`config.mk`:
```
export PLATFORM = sky130hd
export DESIGN_NAME = dns_response_a_record_extractor
export DESIGN_NICKNAME = d
export VERILOG_FILES = /design/src/design/dra_pkg.sv /design/src/design/dns_response_a_record_extractor.sv /design/src/design/dra_in_stage.sv /design/src/design/dra_parser.sv
export SDC_FILE = /design/constraint.sdc
export NUM_CORES = 1
export LEC_CHECK = 0
export ABC_AREA = 1
export BUFFER_PORTS_ARGS = -buffer_cell sky130_fd_sc_hd__buf_4
export CAP_MARGIN = 20
export CORE_AREA = 3 3 161 163
export CTS_CLUSTER_SIZE = 10
export DETAILED_ROUTE_END_ITERATION = 8
export DIE_AREA = 0 0 164 166
export PLACE_DENSITY = 0.72
export SYNTH_ARGS = -nofsm -noshare
export SYNTH_HDL_FRONTEND = slang
export SYNTH_SLANG_ARGS = --single-unit
export TNS_END_PERCENT = 20
```
`constraint.sdc`:
```
create_clock -name clk_i -period 3.8 [get_ports clk_i]
set_clock_uncertainty 0.15 [all_clocks]
set_input_delay 1.14 -clock clk_i [delete_from_list [all_inputs] [get_ports clk_i]]
set_output_delay 1.14 -clock clk_i [all_outputs]
set_load 0.005 [all_outputs]
```
`src/design/dra_pkg.sv`:
```
package dra_pkg;

  localparam int unsigned MaxAnswers = 64;
  localparam int unsigned MaxLabels  = 128;

  localparam int unsigned AnsW = $clog2(MaxAnswers + 1);
  localparam int unsigned LblW = $clog2(MaxLabels + 2);

  localparam int unsigned IdW       = 16;
  localparam int unsigned ByteW     = 8;
  localparam int unsigned StatusW   = 4;
  localparam int unsigned AddrW     = 32;
  localparam int unsigned OutDataW  = ((StatusW + AddrW + 7) / 8) * 8;
  localparam int unsigned OutPadW   = OutDataW - StatusW - AddrW;
  localparam int unsigned HdrLast   = 11;
  localparam int unsigned QTailLen  = 4;
  localparam int unsigned RrHdrLast = 9;

  localparam logic [ByteW-1:0] QrMask     = 8'h80;
  localparam logic [ByteW-1:0] OpcodeMask = 8'h78;
  localparam logic [ByteW-1:0] RcodeMask  = 8'h0F;
  localparam logic [ByteW-1:0] PtrMask    = 8'hC0;

  localparam logic [15:0] RrTypeA  = 16'd1;
  localparam logic [15:0] RrClassIn = 16'd1;
  localparam logic [15:0] RrLenA   = 16'd4;

  typedef enum logic [2:0] {
    PH_HEADER = 3'd0,
    PH_QNAME  = 3'd1,
    PH_QPTR   = 3'd2,
    PH_QTAIL  = 3'd3,
    PH_ANAME  = 3'd4,
    PH_APTR   = 3'd5,
    PH_RRHDR  = 3'd6,
    PH_RDATA  = 3'd7
  } phase_e;

  typedef enum logic [3:0] {
    ST_OK          = 4'd0,
    ST_SHORT       = 4'd1,
    ST_ID          = 4'd2,
    ST_NOT_RESP    = 4'd3,
    ST_OPCODE      = 4'd4,
    ST_RCODE       = 4'd5,
    ST_NO_ANSWERS  = 4'd6,
    ST_QUESTION    = 4'd7,
    ST_ANSWER_NAME = 4'd8,
    ST_RR_HEADER   = 4'd9,
    ST_RDATA       = 4'd10,
    ST_NO_A        = 4'd11
  } status_e;

  typedef struct packed {
    logic [ByteW-1:0] data;
    logic             last;
  } beat_t;

  typedef struct packed {
    status_e          status;
    logic [AddrW-1:0] address;
  } result_t;

  function automatic status_e end_error(input phase_e ph);
    status_e st;
    case (ph)
      PH_HEADER:                   st = ST_SHORT;
      PH_QNAME, PH_QPTR, PH_QTAIL: st = ST_QUESTION;
      PH_ANAME, PH_APTR:           st = ST_ANSWER_NAME;
      PH_RRHDR:                    st = ST_RR_HEADER;
      default:                     st = ST_RDATA;
    endcase
    return st;
  endfunction

endpackage

```
`src/design/dns_response_a_record_extractor.sv`:
```
// Channel  | Direction | Signals                            | Contents
// s_axis   | in        | tvalid, tready, tdata[7:0], tlast  | message byte, last byte flag
// m_axis   | out       | tvalid, tready, tdata[39:0]        | status, IPv4 address
// cfg      | in        | valid, ready, data[15:0]           | expected transaction id
//
// One message byte is taken per cycle unless a held result stalls the input; the byte path
// is a single pass from the input register through the parser update into the result register.
// The result is loaded into the result register as the last byte leaves the input register.
// Reset clears parse state and the expected id; each result returns parse state to reset.
// A held result stalls s_axis only when a second last byte reaches the input register.
module dns_response_a_record_extractor (
  input  logic                           clk_i,
  input  logic                           rst_ni,
  input  logic                           s_axis_tvalid_i,
  output logic                           s_axis_tready_o,
  input  logic [dra_pkg::ByteW-1:0]      s_axis_tdata_i,   // [7:0] data_byte
  input  logic                           s_axis_tlast_i,
  output logic                           m_axis_tvalid_o,
  input  logic                           m_axis_tready_i,
  output logic [dra_pkg::OutDataW-1:0]   m_axis_tdata_o,   // [3:0] status, [35:4] address, rest zero
  input  logic                           cfg_valid_i,
  output logic                           cfg_ready_o,
  input  logic [dra_pkg::IdW-1:0]        cfg_data_i
);
  import dra_pkg::*;

  logic [IdW-1:0] expected_id_q;
  logic           in_valid;
  beat_t          in_beat;
  beat_t          s_beat;
  logic           advance;
  logic           load;
  result_t        result;
  logic           out_valid_q, out_valid_d;
  result_t        out_q;

  assign cfg_ready_o = 1'b1;

  always_ff @(posedge clk_i or negedge rst_ni) begin
    if (!rst_ni) begin
      expected_id_q <= '0;
    end else if (cfg_valid_i && cfg_ready_o) begin
      expected_id_q <= cfg_data_i;
    end
  end

  assign s_beat.data = s_axis_tdata_i;
  assign s_beat.last = s_axis_tlast_i;

  assign advance = in_valid && (!in_beat.last || !out_valid_q || m_axis_tready_i);
  assign load    = advance && in_beat.last;

  dra_in_stage u_in_stage (
    .clk_i     (clk_i),
    .rst_ni    (rst_ni),
    .s_valid_i (s_axis_tvalid_i),
    .s_ready_o (s_axis_tready_o),
    .s_beat_i  (s_beat),
    .advance_i (advance),
    .valid_o   (in_valid),
    .beat_o    (in_beat)
  );

  dra_parser u_parser (
    .clk_i         (clk_i),
    .rst_ni        (rst_ni),
    .step_i        (advance),
    .beat_i        (in_beat),
    .expected_id_i (expected_id_q),
    .result_o      (result)
  );

  always_comb begin
    out_valid_d = out_valid_q;
    if (m_axis_tready_i) out_valid_d = 1'b0;
    if (load) out_valid_d = 1'b1;
  end

  always_ff @(posedge clk_i or negedge rst_ni) begin
    if (!rst_ni) begin
      out_valid_q <= 1'b0;
    end else begin
      out_valid_q <= out_valid_d;
    end
  end

  always_ff @(posedge clk_i) begin
    if (load) begin
      out_q <= result;
    end
  end

  assign m_axis_tvalid_o = out_valid_q;
  assign m_axis_tdata_o  = {{OutPadW{1'b0}}, out_q.address, out_q.status};

  assert property (@(posedge clk_i) disable iff (!rst_ni) load |=> m_axis_tvalid_o)
    else $error("result beat not presented after last byte");

  assert property (@(posedge clk_i) disable iff (!rst_ni)
      !s_axis_tready_o |-> (m_axis_tvalid_o && !m_axis_tready_i))
    else $error("input stalled without a held result");

  assert property (@(posedge clk_i) disable iff (!rst_ni)
      (in_valid && !advance) |=> (in_valid && $stable(in_beat)))
    else $error("stalled input beat lost or changed");

endmodule

```
`src/design/dra_in_stage.sv`:
```
module dra_in_stage (
  input  logic          clk_i,
  input  logic          rst_ni,
  input  logic          s_valid_i,
  output logic          s_ready_o,
  input  dra_pkg::beat_t s_beat_i,
  input  logic          advance_i,
  output logic          valid_o,
  output dra_pkg::beat_t beat_o
);
  import dra_pkg::*;

  logic  valid_q, valid_d;
  beat_t beat_q, beat_d;

  assign s_ready_o = !valid_q || advance_i;

  always_comb begin
    valid_d = valid_q;
    beat_d  = beat_q;
    if (s_ready_o) begin
      valid_d = s_valid_i;
      beat_d  = s_beat_i;
    end
  end

  always_ff @(posedge clk_i or negedge rst_ni) begin
    if (!rst_ni) begin
      valid_q <= 1'b0;
    end else begin
      valid_q <= valid_d;
    end
  end

  always_ff @(posedge clk_i) begin
    beat_q <= beat_d;
  end

  assign valid_o = valid_q;
  assign beat_o  = beat_q;

endmodule

```
`src/design/dra_parser.sv`:
```
module dra_parser (
  input  logic                      clk_i,
  input  logic                      rst_ni,
  input  logic                      step_i,
  input  dra_pkg::beat_t            beat_i,
  input  logic [dra_pkg::IdW-1:0]   expected_id_i,
  output dra_pkg::result_t          result_o
);
  import dra_pkg::*;

  typedef struct packed {
    logic [3:0]      hpos;
    phase_e          phase;
    logic [15:0]     skip;
    logic [15:0]     qleft;
    logic [15:0]     acount;
    logic [AnsW-1:0] aseen;
    logic [LblW-1:0] labels;
    logic [47:0]     rf;
    logic [3:0]      fbi;
    logic [AddrW-1:0] addr;
    status_e         ferr;
    logic            fixed;
  } pstate_t;

  localparam pstate_t StReset = '0;

  pstate_t st_q, st_d, cons;

  always_comb begin : consume
    logic [ByteW-1:0] b;
    logic [AnsW-1:0]  limit;
    logic [AnsW-1:0]  seen_inc;
    logic [15:0]      rr_len;
    logic             rr_a;
    logic             end_ans;
    b        = beat_i.data;
    cons     = st_q;
    end_ans  = 1'b0;
    limit    = (st_q.acount > 16'(MaxAnswers)) ? AnsW'(MaxAnswers) : st_q.acount[AnsW-1:0];
    seen_inc = st_q.aseen + AnsW'(1);
    rr_len   = {st_q.rf[15:8], b};
    rr_a     = (st_q.rf[47:32] == RrTypeA) && (st_q.rf[31:16] == RrClassIn)
               && (st_q.rf[15:0] == RrLenA);
    if (step_i && !st_q.fixed) begin
      case (st_q.phase)
        PH_HEADER: begin
          case (st_q.hpos)
            4'd0: cons.rf = {32'b0, b, 8'b0};
            4'd1: begin
              cons.rf = {32'b0, st_q.rf[15:8], b};
              if ({st_q.rf[15:8], b} != expected_id_i) cons.ferr = ST_ID;
            end
            4'd2: begin
              if (cons.ferr == ST_OK && (b & QrMask) == '0) cons.ferr = ST_NOT_RESP;
              if (cons.ferr == ST_OK && (b & OpcodeMask) != '0) cons.ferr = ST_OPCODE;
            end
            4'd3: if (cons.ferr == ST_OK && (b & RcodeMask) != '0) cons.ferr = ST_RCODE;
            4'd4: cons.qleft  = {b, 8'b0};
            4'd5: cons.qleft  = {st_q.qleft[15:8], b};
            4'd6: cons.acount = {b, 8'b0};
            4'd7: cons.acount = {st_q.acount[15:8], b};
            default: ;
          endcase
          if (st_q.hpos >= 4'(HdrLast)) begin
            if (cons.ferr == ST_OK && st_q.acount == '0) cons.ferr = ST_NO_ANSWERS;
            if (cons.ferr != ST_OK) begin
              cons.fixed = 1'b1;
            end else begin
              cons.rf     = '0;
              cons.labels = '0;
              cons.skip   = '0;
              cons.phase  = (st_q.qleft != '0) ? PH_QNAME : PH_ANAME;
            end
          end else begin
            cons.hpos = st_q.hpos + 4'd1;
          end
        end
        PH_QNAME, PH_ANAME: begin
          if (st_q.skip != '0) begin
            cons.skip = st_q.skip - 16'd1;
          end else if ((b & PtrMask) == PtrMask) begin
            cons.phase = (st_q.phase == PH_QNAME) ? PH_QPTR : PH_APTR;
          end else if (b == '0) begin
            if (st_q.phase == PH_QNAME) begin
              cons.phase = PH_QTAIL;
              cons.skip  = 16'(QTailLen);
            end else begin
              cons.phase = PH_RRHDR;
              cons.fbi   = '0;
              cons.rf    = '0;
            end
          end else begin
            cons.labels = st_q.labels + LblW'(1);
            if (cons.labels > LblW'(MaxLabels)) begin
              cons.ferr  = (st_q.phase == PH_QNAME) ? ST_QUESTION : ST_ANSWER_NAME;
              cons.fixed = 1'b1;
            end else begin
              cons.skip = {8'b0, b};
            end
          end
        end
        PH_QPTR: begin
          cons.phase = PH_QTAIL;
          cons.skip  = 16'(QTailLen);
        end
        PH_QTAIL: begin
          if (st_q.skip != '0) cons.skip = st_q.skip - 16'd1;
          if (cons.skip == '0) begin
            cons.qleft  = st_q.qleft - 16'd1;
            cons.labels = '0;
            cons.skip   = '0;
            cons.phase  = (cons.qleft != '0) ? PH_QNAME : PH_ANAME;
          end
        end
        PH_APTR: begin
          cons.phase = PH_RRHDR;
          cons.fbi   = '0;
          cons.rf    = '0;
        end
        PH_RRHDR: begin
          case (st_q.fbi)
            4'd0: cons.rf[47:40] = b;
            4'd1: cons.rf[39:32] = b;
            4'd2: cons.rf[31:24] = b;
            4'd3: cons.rf[23:16] = b;
            4'd8: cons.rf[15:8]  = b;
            4'd9: cons.rf[7:0]   = b;
            default: ;
          endcase
          cons.fbi = st_q.fbi + 4'd1;
          if (st_q.fbi >= 4'(RrHdrLast)) begin
            cons.skip = rr_len;
            cons.addr = '0;
            if (rr_len == '0) end_ans = 1'b1;
            else cons.phase = PH_RDATA;
          end
        end
        default: begin
          if (rr_a) cons.addr = {st_q.addr[AddrW-ByteW-1:0], b};
          if (st_q.skip != '0) cons.skip = st_q.skip - 16'd1;
          if (cons.skip == '0) begin
            if (rr_a) begin
              cons.ferr  = ST_OK;
              cons.fixed = 1'b1;
            end else begin
              end_ans = 1'b1;
            end
          end
        end
      endcase
      if (end_ans) begin
        cons.aseen = seen_inc;
        if (seen_inc >= limit) begin
          cons.ferr  = ST_NO_A;
          cons.fixed = 1'b1;
        end else begin
          cons.phase  = PH_ANAME;
          cons.labels = '0;
          cons.skip   = '0;
        end
      end
    end
  end

  always_comb begin : outputs
    result_o.status  = cons.fixed ? cons.ferr : end_error(cons.phase);
    result_o.address = (cons.fixed && cons.ferr == ST_OK) ? cons.addr : '0;
  end

  always_comb begin : next_state
    st_d = (step_i && beat_i.last) ? StReset : cons;
  end

  always_ff @(posedge clk_i or negedge rst_ni) begin
    if (!rst_ni) begin
      st_q <= StReset;
    end else begin
      st_q <= st_d;
    end
  end

endmodule

```
# --- Word level (Yosys, flattened, before mapping) ---
# Index checks and enable logic that the tools add are counted.
op_classes:
  n_lt_le_gt_ge: 5
  n_eq_ne: 45
  n_reduce_logical: 65
  add_sub_neg: 6
  n_mux: 94
ops:
  columns: ["cell", "count"]
  rows:
  - ["159-bit 2-to-1 mux", 2]
  - ["48-bit one-hot mux with 4 select lines", 1]
  - ["16-bit 2-to-1 mux", 11]
  - ["60-bit 2-to-1 mux", 2]
  - ["56-bit 2-to-1 mux", 2]
  - ["52-bit 2-to-1 mux", 2]
  - ["16-bit one-hot mux with 2 select lines", 3]
  - ["16-bit one-hot mux with 6 select lines", 1]
  - ["48-bit one-hot mux with 2 select lines", 1]
  - ["19-bit 2-to-1 mux", 5]
  - ["8-bit 2-to-1 mux", 9]
  - ["4-bit 2-to-1 mux", 17]
  - ["16-bit zero test", 4]
  - ["32-bit 2-to-1 mux", 2]
  - ["32-bit one-hot mux with 2 select lines", 1]
  - ["16-bit nonzero test", 3]
  - ["5-bit 2-to-1 mux", 9]
  - ["7-bit AND reduction", 6]
  - ["35-bit 2-to-1 mux", 1]
  - ["3-bit inequality test (second input constant)", 11]
  - ["16-bit by 1-bit == test with 1-bit output (second input constant)", 2]
  - ["16-bit by 1-bit subtractor with 16-bit output (second input constant)", 2]
  - ["4-bit zero test", 6]
  - ["3-bit 2-to-1 mux", 8]
  - ["other kinds (49)", 104]
totals:
  reg_bits: 222
  input_bits: 30
  elab_cells: 241

# --- Depth between registers and ports, before layout ---
logic_depth:
  word_depth: 29
  ltp_mapped: 23
  mapped_depth_nobuf: 22

# --- Modules after synthesis ---
# From an unflattened synthesis, not the netlist that was laid out.
unflattened:
  hier_cells: 1794
  area_unflattened_um2: 13832.0
modules_own_cells:
  columns: ["module", "cells_each", "area_each_um2", "n_inst"]
  rows:
  - ["dra_parser", 1659, 11676.2, 1]
  - ["dns_response_a_record_extractor", 121, 1840.5, 1]
  - ["dra_in_stage", 14, 315.3, 1]

# --- Least setup slack after synthesis ---
# OpenSTA, ideal clock, no wires.
synth_path:
  kind: "input-to-reg"
  start: "input m_axis_tready_i"
  end: "register out_q, in the netlist m_axis_tdata_o[0], enable pin"
  path_stages: 7
  setup_slack_ns: 0.445
  required_ns: 3.236
  t_arrival_ns: 2.791
  cell_sequence: "inv_1 > nand3_1 > nand2_1 > inv_1 > nand2_1 > inv_2 > clkbuf_1"
synth_between:
  elab_chain_len: 3
synth_lines:
  columns: ["item", "line", "source"]
  rows:
  - ["from (decl)", "dns_response_a_record_extractor.sv:19", "input logic m_axis_tready_i,"]
  - ["1-bit logical OR", "dns_response_a_record_extractor.sv:50", "assign advance = in_valid && (!in_beat.last || !out_valid_q || m_axis_tready_i);"]
  - ["1-bit logical AND", "dns_response_a_record_extractor.sv:50", null]
  - ["1-bit logical AND", "dns_response_a_record_extractor.sv:51", "assign load = advance && in_beat.last;"]
  - ["via load", "dns_response_a_record_extractor.sv:32", "logic load;"]
  - ["to (signal assigned)", "dns_response_a_record_extractor.sv:89", "out_q <= result;"]
  - ["to (decl)", "dns_response_a_record_extractor.sv:35", "result_t out_q;"]
# The timed path passes the listed nets, and every way through them passes these cells.
# A chain may end at the register's enable or synchronous reset.

# --- Worst setup path after layout ---
layout_path:
  start: "register u_parser.st_q[136] (netlist bit)"
  end: "register out_q, in the netlist m_axis_tdata_o[11], data pin"
layout_between:
  elab_chain_len: 12
layout_lines:
  columns: ["item", "line", "source"]
  rows:
  - ["from (decl)", "dra_parser.sv:28", "pstate_t st_q, st_d, cons;"]
  - ["from (signal assigned)", "dra_parser.sv:177", "st_q <= StReset;"]
  - ["from (signal assigned)", "dra_parser.sv:179", "st_q <= st_d;"]
  - ["16-bit by 1-bit subtractor with 16-bit output / 16-bit nonzero test (equally long branches)", "dra_parser.sv:141, dra_parser.sv:80", null]
  - ["16-bit 2-to-1 mux", "dra_parser.sv:141", "if (st_q.skip != '0) cons.skip = st_q.skip - 16'd1;"]
  - ["16-bit 2-to-1 mux", "dra_parser.sv:46", "case (st_q.phase)"]
  - ["16-bit 2-to-1 mux", "dra_parser.sv:45", "if (step_i && !st_q.fixed) begin"]
  - ["16-bit zero test", "dra_parser.sv:142", "if (cons.skip == '0) begin"]
  - ["5-bit 2-to-1 mux / 1-bit 2-to-1 mux (equally long branches)", "dra_parser.sv:142", null]
  - ["5-bit one-hot mux with 3 select lines / 1-bit one-hot mux with 2 select lines (equally long branches)", "dra_parser.sv:46", null]
  - ["5-bit 2-to-1 mux / 1-bit 2-to-1 mux (equally long branches)", "dra_parser.sv:154, dra_parser.sv:45", null]
  - ["5-bit 2-to-1 mux *", "dra_parser.sv:152", "if (end_ans) begin"]
  - ["159-bit 2-to-1 mux *", "dra_parser.sv:45", null]
  - ["4-bit zero test", "dra_parser.sv:168", "result_o.address = (cons.fixed && cons.ferr == ST_OK) ? cons.addr : '0;"]
  - ["1-bit logical AND *", "dra_parser.sv:168", null]
# Every way passes the cells marked *; elsewhere a longest branch is shown, timed or not. The select of a mux whose other input is x is not followed.

==> qor.txt <==
Worst slack, placed -> 189 ps
Synth cell count leaders -> nand2_1 (381), inv_1 (202), dfrtp_1 (177), nor2_1 (164), o21ai_0 (151)
Fillcell total -> 2153
VDD IR max -> 0.000462 V
HP Class -> reg2reg
Leading area contributor after synthesis -> dfrtp_1
Port-buffer cells -> 67
CP Cell Sequence -> inv_2 -> ha_1 -> nand2_1 -> nor2_2 -> nand2_1 -> nor2_1 -> nand4_1 -> nor2_2 -> buf_4 -> a21oi_1 -> o21ai_0 -> inv_1 -> nand2_1 -> nand4_1 -> nand3_4 -> clkbuf_16 -> nor3_2
Cells after Synth -> 1759
TritonCTS clock tree -> yes
Worst-path fanout max -> 13
Slew of the pin with the lowest slew margin -> 818 ps
Core Rows -> 57
Layout Nets -> 1901
R2r endpoint -> m_axis_tdata_o[11]
Syn avg cell area -> 7.69 um^2
Critical path's slowest cell -> dfrtp_1
Crit path time final -> 3640 ps
Initial DRC Count -> 1555
Synthesized-area fraction occupied by adder cells -> 1.94%
Initial antenna violation count -> 0
CTS H-tree depth -> 1
Fin Setup TNS -> 0 ps
Final Setup Violations -> 0
Clk sinks -> 222
Syn. warnings -> 0
Critical path's largest stage delay -> 420 ps
Vias per cell -> 5.95
Multi-input gate area -> 6560 um^2
Post-synthesis sequential area ratio -> 42.7%
Distinct cells, synth -> 50
Simple-gate area share of the yosys netlist -> 27.3%
Die height -> 166 um
Seq cells post-synth -> 222
Largest buffer count on any clock path -> 3
Die X -> 164 um
Grt total ovfl -> 0
Vias -> 13000
Post-route setup slack -> 156 ps
Worst-Skew Late Latency -> 540 ps
Crit path from -> u_parser.st_q[136]
Share of the synthesized area in the top cell type -> 32.8%
Top_reg_cell synth -> dfrtp_1
Top delay family on crit path -> simple AND/OR/NAND/NOR gates
Total Wirelength -> 40500 um
Crit path to -> m_axis_tdata_o[11]
LEAKAGE -> 7.13 nW
R2R setup slack -> 160 ps
CTS root buf -> clkbuf_16
Initial core utilization -> 55.3%
CTS Buf Count -> 27
Final hold violation count -> 0
Mapped cell area -> 13500 um^2
Ys async rst share -> 79.7%
First-pass GRT wire length -> 65300 um
ANT cells -> 0
Setup repair bufs after CTS -> 0
Worst-path clk slew -> 50 ps
Share of cells above drive strength 1 -> 14.5%
Largest net degree at the start of global routing -> 77
Register area -> 5780 um^2
WS Path Type -> reg2reg
EDFF count, synth -> 45
Crit. End Element -> flop
Area grow syn2layout -> 14.6%
CP dominant cell by count -> nand2_1
Final clock period utilization by the worst path -> 95.9%
WP buf/inv -> 4
CORE AREA -> 24500 um^2
Synth top area cells -> dfrtp_1 (33%), nand2_1 (11%), edfxtp_1 (10%)
IO Pins -> 73
Gpl congestion -> 0.981
CP arrival -> 3770 ps
Largest family of logic cells by synthesized area -> simple AND/OR/NAND/NOR gates
Vias in the first global route -> 12500
Startpoint type of the worst setup path -> flop
Multiplexer area fraction after synthesis -> 0.167%
Slew Viols, Final -> 0
Total Routing Usage GR -> 29.4%
Reg2Reg Depth -> 17
Compound-Gate Fraction of Synth Area -> 17.7%
Cell with the most instances after synthesis -> nand2_1
Total die area -> 27200 um^2
Critical Path RT -> 3930 ps
Fmax -> 274 MHz
CP Depth -> 17
Total iterations of the first detailed-routing run -> 6
WL per Instance -> 18.5 um
DP Wirelength -> 28500 um
Remaining DRCs -> 0
Slew headroom -> 45.5%
FF-to-FF Start -> u_parser.st_q[136]
Status -> completed
Xor and xnor area share after synthesis -> 0.842%
Max cap viols -> 0
Post-DRT Antenna Nets -> 0
Cell Pwr Density -> 421 nW/um^2
registers in the layout, summed over array words and instances, names as in the netlist:
signal	count
u_in_stage.beat_o	9
u_in_stage.valid_o	1
u_parser.st_q	151
u_parser.consume.rr_len	8
m_axis_tdata_o	36
m_axis_tvalid_o	1
expected_id_q	16
worst min path at each step:
stage | startpoint | end | depth (start not counted)
finish | u_parser.st_q[135] | u_parser.st_q[135] | 2
global route | u_parser.st_q[135] | u_parser.st_q[135] | 2
CTS | u_parser.st_q[135] | u_parser.st_q[135] | 2
detailed placement | u_parser.st_q[135] | u_parser.st_q[135] | 2
global placement | u_parser.st_q[135] | u_parser.st_q[135] | 2
floorplan | u_parser.st_q[135] | u_parser.st_q[135] | 2
per-stage QoR:
stage | area, um^2 | utilization [%] | instances | hold slack (ps) | power, mW
floorplan | 13500 | - | 1762 | 303 | 3.60
global placement | 14600 | 59.7 | 2144 | 326 | 4.06
detailed placement | 14600 | 59.7 | 2144 | 336 | 4.07
CTS | 15400 | 63.1 | 2189 | 349 | 6.51
global route | 15500 | 63.3 | 2190 | 389 | 6.86
finish | 15500 | 63.3 | 2190 | 348 | 6.53
cells by family after synthesis:
group,Yosys count
simple gates,800
mux,2
other cells,2
flops,222
compound gates,401
fa+ha+maj,21
buf+inv,298
xor+xnor,13
layout by cell type, fill, tap and decap left out, types with 14 or more instances in the layout:
| master | n |
|---|---|
| inv_1 | 202 |
| clkbuf_16 | 28 |
| buf_4 | 130 |
| edfxtp_1 | 45 |
| nor2_2 | 14 |
| dfrtp_1 | 177 |
| a31oi_1 | 39 |
| inv_2 | 15 |
| a22oi_1 | 48 |
| o22ai_1 | 52 |
| nand4_1 | 44 |
| ha_1 | 21 |
| nor3_2 | 34 |
| nand3_1 | 113 |
| a21oi_1 | 61 |
| o21ai_0 | 150 |
| nand2_1 | 380 |
| nor2_1 | 163 |
worst min-delay path, stage by stage, from the launching register on:
cell and delay (ps):
dfrtp_1 340, nand2_1 50, o21ai_0 60
timing repair:
action | CTS | global route
endpoints found under the setup margin | 0 | 47
hold buffers | 0 | 0
resized for setup | 0 | 5
power breakdown:
group / internal, mW / switching, mW / total, mW
clock: 1.45 / 0.981 / 2.43
sequential: 2.54 / 0.104 / 2.65
combinational: 0.449 / 1.00 / 1.45
total: 4.44 / 2.09 / 6.53
layout make-up:
class / instances / area share (%)
Timing Repair Buffer: 136 / 7.05
Clock buffer: 41 / 4.96
Tap cell: 324 / 2.62
Multi-Input combinational cell: 1242 / 42.3
Inverter: 221 / 5.35
Clock inverter: 4 / 0.388
Sequential cell: 222 / 37.3
layer usage:
metal	GRT usage (%)	wire length (um)
met1	41.2	17200
met2	46.5	18700
met3	4.61	3070
met5	0	0
met4	10.4	1550
Note: power is estimated with default switching activity, not from simulation.
